<file path="config.mk">
export PLATFORM = sky130hd
export DESIGN_NAME = sri_place
export DESIGN_NICKNAME = d
export VERILOG_FILES = /design/src/rtl/core/sri_pkg.sv /design/src/rtl/core/sri_place.sv
export SDC_FILE = /design/constraint.sdc
export NUM_CORES = 1
export LEC_CHECK = 0
export BUFFER_PORTS_ARGS = -buffer_cell sky130_fd_sc_hd__buf_2
export CAP_MARGIN = 5
export CELL_PAD_IN_SITES_DETAIL_PLACEMENT = 0
export CELL_PAD_IN_SITES_GLOBAL_PLACEMENT = 2
export CORE_MARGIN = 5
export CORE_UTILIZATION = 34
export CTS_CLUSTER_SIZE = 14
export DETAILED_ROUTE_END_ITERATION = 6
export PLACE_DENSITY = 0.86
export SLEW_MARGIN = 20
export SYNTH_ARGS = -nofsm -noshare
export SYNTH_HDL_FRONTEND = slang
export SYNTH_SLANG_ARGS = --single-unit
</file>
<file path="constraint.sdc">
create_clock -name clk -period 5.9 [get_ports clk]
set_input_delay 1.77 -clock clk [delete_from_list [all_inputs] [get_ports clk]]
set_output_delay 1.77 -clock clk [all_outputs]
set_load 0.02 [all_outputs]
</file>
<file path="src/rtl/core/sri_pkg.sv">
package sri_pkg;

  localparam int COORD_BITS_DEF = 16;
  localparam int FRAC_BITS_DEF  = 8;
  localparam int EXT_BITS       = 15;
  localparam int OUT_BITS       = 24;
  localparam int OUT_DATA_BITS  = 2 * OUT_BITS;
  localparam int OUT_USER_BITS  = 3;

  localparam logic [1:0] EDGE_LEFT   = 2'd0;
  localparam logic [1:0] EDGE_TOP    = 2'd1;
  localparam logic [1:0] EDGE_RIGHT  = 2'd2;
  localparam logic [1:0] EDGE_BOTTOM = 2'd3;

  typedef struct packed {
    logic       vld;
    logic       hit;
    logic [1:0] edge_sel;
    logic       neg;
  } sri_ctl_t;

  // input fields packed and padded to whole bytes
  function automatic int in_data_bits(int cb);
    return ((6 * cb + 2 * EXT_BITS + 7) / 8) * 8;
  endfunction

  // width of a coordinate plus an extent, with room for the carry
  function automatic int sum_bits(int cb);
    return ((cb > EXT_BITS + 1) ? cb : EXT_BITS + 1) + 1;
  endfunction

endpackage

</file>
<file path="src/rtl/core/sri_place.sv">
module sri_place #(
  parameter int COORD_BITS = sri_pkg::COORD_BITS_DEF,
  parameter int FRAC_BITS  = sri_pkg::FRAC_BITS_DEF,
  localparam int GW = sri_pkg::sum_bits(COORD_BITS),
  localparam int QW = COORD_BITS + FRAC_BITS
) (
  input  logic                               clk,
  input  logic                               rst_n,
  input  logic                               en,
  input  sri_pkg::sri_ctl_t                  ctl_i,
  input  logic [QW-1:0]                      quo,
  input  logic                               frac,
  input  logic signed [COORD_BITS-1:0]       base_i,
  input  logic signed [GW-1:0]               along_i,
  output sri_pkg::sri_ctl_t                  ctl_o,
  output logic signed [sri_pkg::OUT_BITS-1:0] point_x,
  output logic signed [sri_pkg::OUT_BITS-1:0] point_y
);
  import sri_pkg::*;

  localparam int VW  = COORD_BITS + FRAC_BITS + 2;
  localparam int AW  = GW + FRAC_BITS;
  localparam int XW0 = (VW > AW) ? VW : AW;
  localparam int XW  = (XW0 > OUT_BITS) ? XW0 : OUT_BITS;
  localparam logic signed [XW-1:0] SAT_HI = (XW'(1) <<< (OUT_BITS - 1)) - XW'(1);
  localparam logic signed [XW-1:0] SAT_LO = ~SAT_HI;

  function automatic logic signed [OUT_BITS-1:0] sat(input logic signed [XW-1:0] v);
    logic signed [XW-1:0] r;
    if (v > SAT_HI) r = SAT_HI;
    else if (v < SAT_LO) r = SAT_LO;
    else r = v;
    return r[OUT_BITS-1:0];
  endfunction

  logic signed [VW-1:0]       bf, qv, v;
  logic signed [AW-1:0]       al;
  logic signed [OUT_BITS-1:0] vs, als;
  logic signed [OUT_BITS-1:0] px_nxt, py_nxt;
  sri_ctl_t                   ctl_r;
  logic signed [OUT_BITS-1:0] px_r, py_r;

  assign bf = VW'(base_i) <<< FRAC_BITS;
  assign qv = signed'(VW'(quo));
  assign al = AW'(along_i) <<< FRAC_BITS;

  // truncate toward zero: pull a non-integer result one step back to zero
  always_comb begin
    if (ctl_i.neg) begin
      v = bf - qv;
      if (v > 0 && frac) v = v - VW'(1);
    end else begin
      v = bf + qv;
      if (v < 0 && frac) v = v + VW'(1);
    end
  end

  assign vs  = sat(XW'(v));
  assign als = sat(XW'(al));

  always_comb begin
    px_nxt = '0;
    py_nxt = '0;
    if (ctl_i.hit) begin
      if (ctl_i.edge_sel == EDGE_LEFT || ctl_i.edge_sel == EDGE_RIGHT) begin
        px_nxt = als;
        py_nxt = vs;
      end else begin
        px_nxt = vs;
        py_nxt = als;
      end
    end
  end

  always_ff @(posedge clk) begin
    if (!rst_n) begin
      ctl_r <= '0;
    end else if (en) begin
      ctl_r <= ctl_i;
    end
  end

  always_ff @(posedge clk) begin
    if (en) begin
      px_r <= px_nxt;
      py_r <= py_nxt;
    end
  end

  assign ctl_o   = ctl_r;
  assign point_x = px_r;
  assign point_y = py_r;

endmodule

</file>
==> flow_summary.ini <==
[floorplan]
die_w_um = 149
start_util_pct = 34.8
rows = 50
die_y_um = 149
dieArea_mm2 = 0.0222
core_area_mm2 = 0.0189
io_pins = 119

[drt]
wl_per_cell_um = 17.5
wl_mm = 21.4
drcViolationCount = 0
dr.pass1.iters = 5
vias = 6693
ant_nets = 0
viasPerCell = 5.48
drtIter0Drc = 363

[placement]
placed_cells = 1214
place_area_mm2 = 0.00791
hpwlAfterDp_mm = 17.7
gp_congestion = 0.907
pre_cts_slack_ns = -0.0644
io_buffers = 118

[clock_tree]
root_buffer = clkbuf_16
cts_tree = done
cts.reportedPaths.clkPinSlew_ns = 0.07
clock_latency_ns = 0.29
cts_setup_buffers = 0
clockBufferDepth = 2
cts_max_level = 2
clock-sinks = 53
numCtsBuffers = 5

[sta]
holdWs_ns = 0.515
finalHoldViolCount = 0
drv_slew = 0
max-slew-margin-rel_pct = 54.0
setup_ws_ns = 0.244
period_share_pct = 95.9
skew_ns = 0
rsz0062_at_grt = false
worst_pin_slew_ns = 0.686
final-setup-viol-count = 0
period_needed_ns = 5.66
fmax_ghz = 0.177

[synth]
synth_edf_count = 48
ys_warn_count = 0
avgSynthCellArea_um2 = 8.10
synthCells = 812
synth_fp_nets = 916
synth.top_cells.by_area = edfxtp_1 22%, ha_1 7.0%, a21oi_1 5.3%
synth_seq_area_share_pct = 23.4
syn_area_mm2 = 0.00658
yosys_most_used_dff = edfxtp_1
synth_cell_types = 88
synth-seq-cells = 53
synth_top_area_share_pct = 21.9
yosysMostFrequentCell = a21oi_1
synth_common_cells = 70 x a21oi_1, 51 x nand2_1, 48 x edfxtp_1
yosysTopAreaCell = edfxtp_1
async_reset_ff_share_pct = 0

[final_layout]
drive_gt1_share_pct = 25.2
regArea_mm2 = 0.00154
finish.utilization_pct = 42.8
antenna_cells = 0
design_area_mm2 = 0.00809
nNetsFinal = 1065
syn2layout_area_growth_pct = 23.0
n_fill_cell = 1969
multiInputGateArea_mm2 = 0.00466
final_cell_count_no_fill = 1222

[critical_path]
worst-endpoint-arrival_ns = 5.79
cp_max_fo = 8
cp_slowest_cell = or4b_4
crit_required_ns = 6.04
crit_type = primary input to flip-flop
cp-end-kind = flip-flop
crit_path_max_incr_delay_ns = 0.55
startpoint_type = primary input
crit_chain = buf_2, ha_1, fa_1, nand2b_1, a2111oi_2, o31a_1, buf_4, nor4bb_1, o32ai_1, or4b_4, buf_4, nor4_4, o31ai_4, o31a_1, or3b_1, a21oi_1
critPathBufInv = 3
path_delay_family = simple AND/OR/NAND/NOR gates

[global_routing]
grt_pass1_wl_mm = 33.9
overflow = 0
grt_pass1_vias = 6339
grt_max_degree = 54
track_usage_pct = 18.5
antenna_found_initial = 0

[pwr]
power_density_mw_per_mm2 = 193
peakVddDrop_v = 0.000166
p_leak_uw = 0.00330

[worst_hold_path]
hold_path_class = flip-flop to flip-flop

[run_status]
run_status = completed

[run]
maxCapViolCount = 0
[cell type report]
cell class / count / share of cell area (%)
clock inverter: 3 / 0.572
clock buffer: 5 / 1.55
tap: 260 / 4.02
timing repair buffer: 199 / 15.4
inverter: 39 / 1.81
multi-input combinational: 663 / 57.6
sequential: 53 / 19.1
[worst reg2reg max path, cell delays in order (launching register included)]
cell,delay [ns]
dfxtp_1,0.32
mux2i_1,0.12
nor2b_1,0.06
[layer usage]
layer | global-route usage, % | part of all wire (%)
met1 | 26.6 | 48
met2 | 30.6 | 45
met3 | 1.52 | 5.3
met4 | 3.25 | 1.2
met5 | 0 | 0
[cells in the final DEF, fill, tap and decap left out, types with 15 or more instances in the layout]
master    synthesis  routed
a21o_1           16      16
maj3_1           15      15
edfxtp_1         48      48
o21ai_0          38      37
nand3_1          19      19
o211ai_1         19      19
a21oi_1          70      70
buf_2            14     118
nor3_1           35      34
inv_1            37      37
nand4_1          15      15
nand2_1          51      51
buf_4             2      77
ha_1             37      37
xnor2_1          40      40
and3_1           16      16
nor2_1           47      47
a31oi_1          18      18
[final timing paths]
kind                  from          to  slack (ns)  depth (start not counted)
setup / recovery    quo[8]  point_x[3]        0.24                         16
hold / removal    ctl_o[3]    ctl_o[3]        0.52                          2
setup reg to reg  ctl_o[0]    ctl_o[0]        5.30                          2
hold reg to reg   ctl_o[3]    ctl_o[3]        0.52                          2
[power by group]
group	internal, uW	total [uW]	leakage (uW)	switching [uW]
clock network	201	329	0.0000800	128
registers	456	467	0.000504	11.3
logic	305	762	0.00271	457
total	962	1560	0.00330	596
[registers in the layout, indices dropped and copies added, names as in the netlist]
name and cells:
point_x 24, point_y 24, ctl_o 5
[stage by stage]
step,setup TNS [ns],total power [uW]
CTS,0,1560
global placement,0,1230
global route,0,1650
finish,0,1560
detailed placement,-0.238,1230
floorplan,0,958
[cell families after synthesis]
logic type,after synthesis,share of synthesized area [%]
AO/OA/AOI/OAI,273,29.4
flip-flops,53,23.4
AND/OR/NAND/NOR,273,22.9
multiplexers,11,1.67
XOR/XNOR,53,7.05
adder cells (fa/ha/maj),53,9.62
buffers and inverters,96,5.97
[what timing repair did]
action,4_1_cts,5_1_grt
endpoints found under the setup margin,0,8
resized for setup,0,1
hold buffers,0,0
(Power assumes the default switching activity.)
