--- src/rtl/core/sri_pkg.sv ---
package sri_pkg;

  localparam int COORD_BITS_DEF = 16;
  localparam int FRAC_BITS_DEF  = 8;
  localparam int EXT_BITS       = 15;
  localparam int OUT_BITS       = 24;
  localparam int OUT_DATA_BITS  = 2 * OUT_BITS;
  localparam int OUT_USER_BITS  = 3;

  localparam logic [1:0] EDGE_LEFT   = 2'd0;
  localparam logic [1:0] EDGE_TOP    = 2'd1;
  localparam logic [1:0] EDGE_RIGHT  = 2'd2;
  localparam logic [1:0] EDGE_BOTTOM = 2'd3;

  typedef struct packed {
    logic       vld;
    logic       hit;
    logic [1:0] edge_sel;
    logic       neg;
  } sri_ctl_t;

  // input fields packed and padded to whole bytes
  function automatic int in_data_bits(int cb);
    return ((6 * cb + 2 * EXT_BITS + 7) / 8) * 8;
  endfunction

  // width of a coordinate plus an extent, with room for the carry
  function automatic int sum_bits(int cb);
    return ((cb > EXT_BITS + 1) ? cb : EXT_BITS + 1) + 1;
  endfunction

endpackage

--- src/rtl/core/sri_div.sv ---
module sri_div #(
  parameter int COORD_BITS = sri_pkg::COORD_BITS_DEF,
  parameter int FRAC_BITS  = sri_pkg::FRAC_BITS_DEF,
  localparam int GW = sri_pkg::sum_bits(COORD_BITS),
  localparam int QW = COORD_BITS + FRAC_BITS
) (
  input  logic                         clk,
  input  logic                         rst_n,
  input  logic                         en,
  input  sri_pkg::sri_ctl_t            ctl_i,
  input  logic [COORD_BITS-1:0]        div_d,
  input  logic [COORD_BITS-1:0]        num_a,
  input  logic [COORD_BITS-1:0]        num_b,
  input  logic signed [COORD_BITS-1:0] base_i,
  input  logic signed [GW-1:0]         along_i,
  output sri_pkg::sri_ctl_t            ctl_o,
  output logic [QW-1:0]                quo,
  output logic                         frac,
  output logic signed [COORD_BITS-1:0] base_o,
  output logic signed [GW-1:0]         along_o
);
  import sri_pkg::*;

  localparam int C  = COORD_BITS;
  localparam int NW = 2 * C + FRAC_BITS;

  // product stage
  sri_ctl_t             ctlm_r;
  logic [2*C-1:0]       prod_r;
  logic [C-1:0]         dm_r;
  logic signed [C-1:0]  basem_r;
  logic signed [GW-1:0] alongm_r;
  logic [NW-1:0]        num;

  always_ff @(posedge clk) begin
    if (!rst_n) begin
      ctlm_r <= '0;
    end else if (en) begin
      ctlm_r <= ctl_i;
    end
  end

  always_ff @(posedge clk) begin
    if (en) begin
      prod_r   <= num_a * num_b;
      dm_r     <= div_d;
      basem_r  <= base_i;
      alongm_r <= along_i;
    end
  end

  assign num = NW'(prod_r) << FRAC_BITS;

  // one quotient bit per stage, restoring
  sri_ctl_t             ctl_in   [0:QW];
  logic [C-1:0]         rem_in   [0:QW];
  logic [QW-1:0]        nq_in    [0:QW];
  logic [C-1:0]         d_in     [0:QW];
  logic signed [C-1:0]  base_in  [0:QW];
  logic signed [GW-1:0] along_in [0:QW];

  sri_ctl_t             ctl_r    [0:QW-1];
  logic [C-1:0]         rem_r    [0:QW-1];
  logic [QW-1:0]        nq_r     [0:QW-1];
  logic [C-1:0]         d_r      [0:QW-1];
  logic signed [C-1:0]  base_r   [0:QW-1];
  logic signed [GW-1:0] along_r  [0:QW-1];

  assign ctl_in[0]   = ctlm_r;
  assign rem_in[0]   = num[NW-1:QW];
  assign nq_in[0]    = num[QW-1:0];
  assign d_in[0]     = dm_r;
  assign base_in[0]  = basem_r;
  assign along_in[0] = alongm_r;

  for (genvar i = 0; i < QW; i++) begin : g_stage
    logic [C:0] cand, diff;

    assign cand = {rem_in[i], nq_in[i][QW-1]};
    assign diff = cand - {1'b0, d_in[i]};

    always_ff @(posedge clk) begin
      if (!rst_n) begin
        ctl_r[i] <= '0;
      end else if (en) begin
        ctl_r[i] <= ctl_in[i];
      end
    end

    always_ff @(posedge clk) begin
      if (en) begin
        rem_r[i]   <= diff[C] ? cand[C-1:0] : diff[C-1:0];
        nq_r[i]    <= {nq_in[i][QW-2:0], ~diff[C]};
        d_r[i]     <= d_in[i];
        base_r[i]  <= base_in[i];
        along_r[i] <= along_in[i];
      end
    end

    assign ctl_in[i+1]   = ctl_r[i];
    assign rem_in[i+1]   = rem_r[i];
    assign nq_in[i+1]    = nq_r[i];
    assign d_in[i+1]     = d_r[i];
    assign base_in[i+1]  = base_r[i];
    assign along_in[i+1] = along_r[i];
  end

  assign ctl_o   = ctl_in[QW];
  assign quo     = nq_in[QW];
  assign frac    = rem_in[QW] != '0;
  assign base_o  = base_in[QW];
  assign along_o = along_in[QW];

endmodule

--- config.mk ---
export PLATFORM = sky130hd
export DESIGN_NAME = sri_div
export DESIGN_NICKNAME = d
export VERILOG_FILES = /design/src/rtl/core/sri_pkg.sv /design/src/rtl/core/sri_div.sv
export SDC_FILE = /design/constraint.sdc
export NUM_CORES = 2
export LEC_CHECK = 0
export ABC_AREA = 1
export BUFFER_PORTS_ARGS = -buffer_cell sky130_fd_sc_hd__buf_4
export CAP_MARGIN = 20
export CELL_PAD_IN_SITES_DETAIL_PLACEMENT = 0
export CELL_PAD_IN_SITES_GLOBAL_PLACEMENT = 2
export CORE_ASPECT_RATIO = 0.7
export CORE_MARGIN = 10
export CORE_UTILIZATION = 43
export DETAILED_ROUTE_END_ITERATION = 16
export PLACE_DENSITY = 0.83
export SLEW_MARGIN = 40
export SYNTH_ARGS = -nofsm -noshare
export SYNTH_HDL_FRONTEND = slang
export SYNTH_SLANG_ARGS = --single-unit
--- constraint.sdc ---
create_clock -name clk -period 7.4 [get_ports clk]
set_input_delay 0.74 -clock clk [delete_from_list [all_inputs] [get_ports clk]]
set_output_delay 0.74 -clock clk [all_outputs]
set_load 0.05 [all_outputs]
==> flow_summary.ini <==
[run_status]
status = finished clean

[logic_synthesis]
synth_edf_count = 2165
ys_seq_area_frac = 0.596
async_reset_ff_frac = 0
syn_area_per_cell_um2 = 10.3
synth_warnings = 0
synth_nets = 11400
synth_flop_cell = edfxtp_1
synthTopCellsByArea = edfxtp_1, nand2_1, inv_1
ys_ff_latch = 2170
yosysTopAreaCellShare = 0.595
yosysUniqueCellTypes = 39
syn_area_um2 = 109000
netlist_instances = 10600
synth.largest_area_cell = edfxtp_1

[clock_tree]
cts_max_path_buffers = 4
cts_tree = yes
postCtsHoldBufs = 28
root_buffer = clkbuf_16
cts_setup_buffers = 0
cts_sinks = 2170
clkLatencyLatePin_ns = 0.89
h-tree-depth = 4
ctsResizeCount = 0
cts_buffers = 217
path_clk_slew_ns = 0.07

[worst_setup_path]
cp.arrival_ns = 6.03
crit_start = num_a[15]
critPathMaxFanout = 16
slowest_stage = fa_1
crit_required_ns = 7.97
critPathMaxStageDelay_ns = 0.55
cp_common_cell = fa_1
critPathKind = primary input to register
cp_cell_sequence = buf_4, nand2_1, fa_1, fa_1, inv_1, fa_1, fa_1, fa_1, inv_1, fa_1, inv_1, ha_1, nand2_1, nor2_1, nand2_1, a31oi_1, nor2_1, nand2_1, nand2_1
critPathLaunchType = primary input
critPathCaptureType = register
worstReg2RegStart = d_r[1][96]

[placed_design]
hpwl_mm = 174
numPortBuffers = 151
place_congestion = 0.861

[detailed_routing]
post_drt_wl_per_cell_um = 16.5
drt_first_iter_violations = 5679
dr_total_vias = 67700
wl_mm = 237
drc = 0
viasPerCell = 4.71
ant_nets = 0
firstDrtPassIters = 6

[worst_hold_path]
hp-class = primary input to register
hold_start = base_i[4]

[timing]
period_needed_ns = 5.46
worst_pin_slew_ns = 0.838
rsz0062_at_grt = no
fmax_mhz = 183
hold_viol_final = 0
finalSetupTns_ns = 0
worst_clock_skew_ns = 0.0880
fin_crit_sh = 0.738
setup_viol = 0
drv_slew = 0
relSlewSlack = 0.441

[floorplan]
die_area_um2 = 275000
num_io_pins = 152
start_util = 0.433
core_area_um2 = 252000
placementRows = 154
die_x_um = 623
die_h_um = 442

[global_routing]
grt_max_degree = 172
grt_overflow = 0
grt_use_met3 = 0.0248
use_met2 = 0.235
grt_usage = 0.169
top_usage_layer = met1
grt_pass1_vias = 66000
use_met1 = 0.277
antenna_found_initial = 4
grt_pass1_wl_mm = 376

[pwr]
ir_drop_v = 0.000295
p_per_area_nw_per_um2 = 426
leakagePower_nw = 56.6
power_w = 0.0515

[cells_and_area]
area_growth_pct = 10.6
nets = 11600
drive_above_1_share = 0.0714
layout_common_cells = nand2_1, edfxtp_1, inv_1, nand3_1, ha_1
final_common_cell = nand2_1
n_fill_cell = 23200

[job]
drv_cap = 0
-- where the power goes --
part           internal [W]  switching (W)
Combinational       0.00748         0.0153
Clock               0.00618        0.00466
Sequential           0.0167        0.00125
Total                0.0303         0.0212
-- cells by family (layout without fill, tap and decap cells) --
kind of cell / Yosys count / count (layout) / synth area share
simple gates: 5032 / 5032 / 0.197
buf+inv: 2322 / 2716 / 0.0857
flops: 2170 / 2170 / 0.596
fa+ha+maj: 698 / 698 / 0.0949
compound gates: 227 / 227 / 0.0114
xor+xnor: 184 / 184 / 0.0147
other cells: 0 / 2 / 0
-- area by class of cell --
cell class / instances / area (um2) / share of cell area
flip-flops and latches: 2170 / 65100 / 0.538
multi-input cells: 6141 / 34800 / 0.288
inverters: 2119 / 7950 / 0.0658
clock buffers: 243 / 5530 / 0.0457
well taps: 3354 / 4200 / 0.0347
repair buffers: 208 / 1900 / 0.0157
clock inverters: 146 / 1400 / 0.0116
diodes: 2 / 5.00 / 0.0000414
-- path summary, 6_finish.rpt --
kind / end / cells after the start / slack [ns]
setup / recovery: prod_r[18] / 19 / 1.94
hold / removal: basem_r[4] / 1 / 0.07
setup reg to reg: rem_r[1][120] / 12 / 4.44
hold reg to reg: nq_r[0][147] / 0 / 0.36
-- state kept, by name, summed over array words and instances, names as in the netlist --
signal,cells
nq_r,420
along_r,408
base_r,384
rem_r,384
d_r,368
ctl_r,120
prod_r,32
alongm_r,17
basem_r,16
dm_r,16
ctl_in,5
-- through the flow --
| stage | hold WS, ns | cell area [um2] | setup slack [ns] | instances | util |
|---|---|---|---|---|---|
| after floorplan | 0.400 | 109000 | 1.66 | 10600 | - |
| after global placement | 0.400 | 114000 | 1.28 | 14000 | 0.450 |
| after detailed placement | 0.405 | 114000 | 1.24 | 14000 | 0.450 |
| after CTS | 0.000714 | 121000 | 2.11 | 14400 | 0.479 |
| after global routing | 0.0145 | 121000 | 1.80 | 14400 | 0.479 |
| final | 0.0742 | 121000 | 1.94 | 14400 | 0.479 |
-- critical path: cells and delay by family --
family	cells	cell delay, ns
compound gates	1	0.36
fa+ha+maj	7	3.41
buf+inv	4	0.38
simple gates	7	1.11
-- per-layer routing --
metal,up-vias,wire length [um],part of all wire
met5,-,0,0
met4,0,4110,0.017
met3,258,11200,0.047
met2,1190,93400,0.39
met1,32000,128000,0.54
li1,34300,-,-
-- synth_stat cells, types with 16 or more instances --
library cell and count:
nand2_1 3462, edfxtp_1 2165, inv_1 2114, nand3_1 633, ha_1 480, nor2_1 461, fa_1 218, a21oi_1 197
nand2_2 159, xor2_1 124, buf_4 77, clkbuf_1 77, nand4_1 69, and2_1 64, xnor2_1 60, nand3b_1 48
nand2_4 45, buf_6 28, or2_1 24, nand3_4 16
No activity file was read; power rests on OpenSTA's default activity.
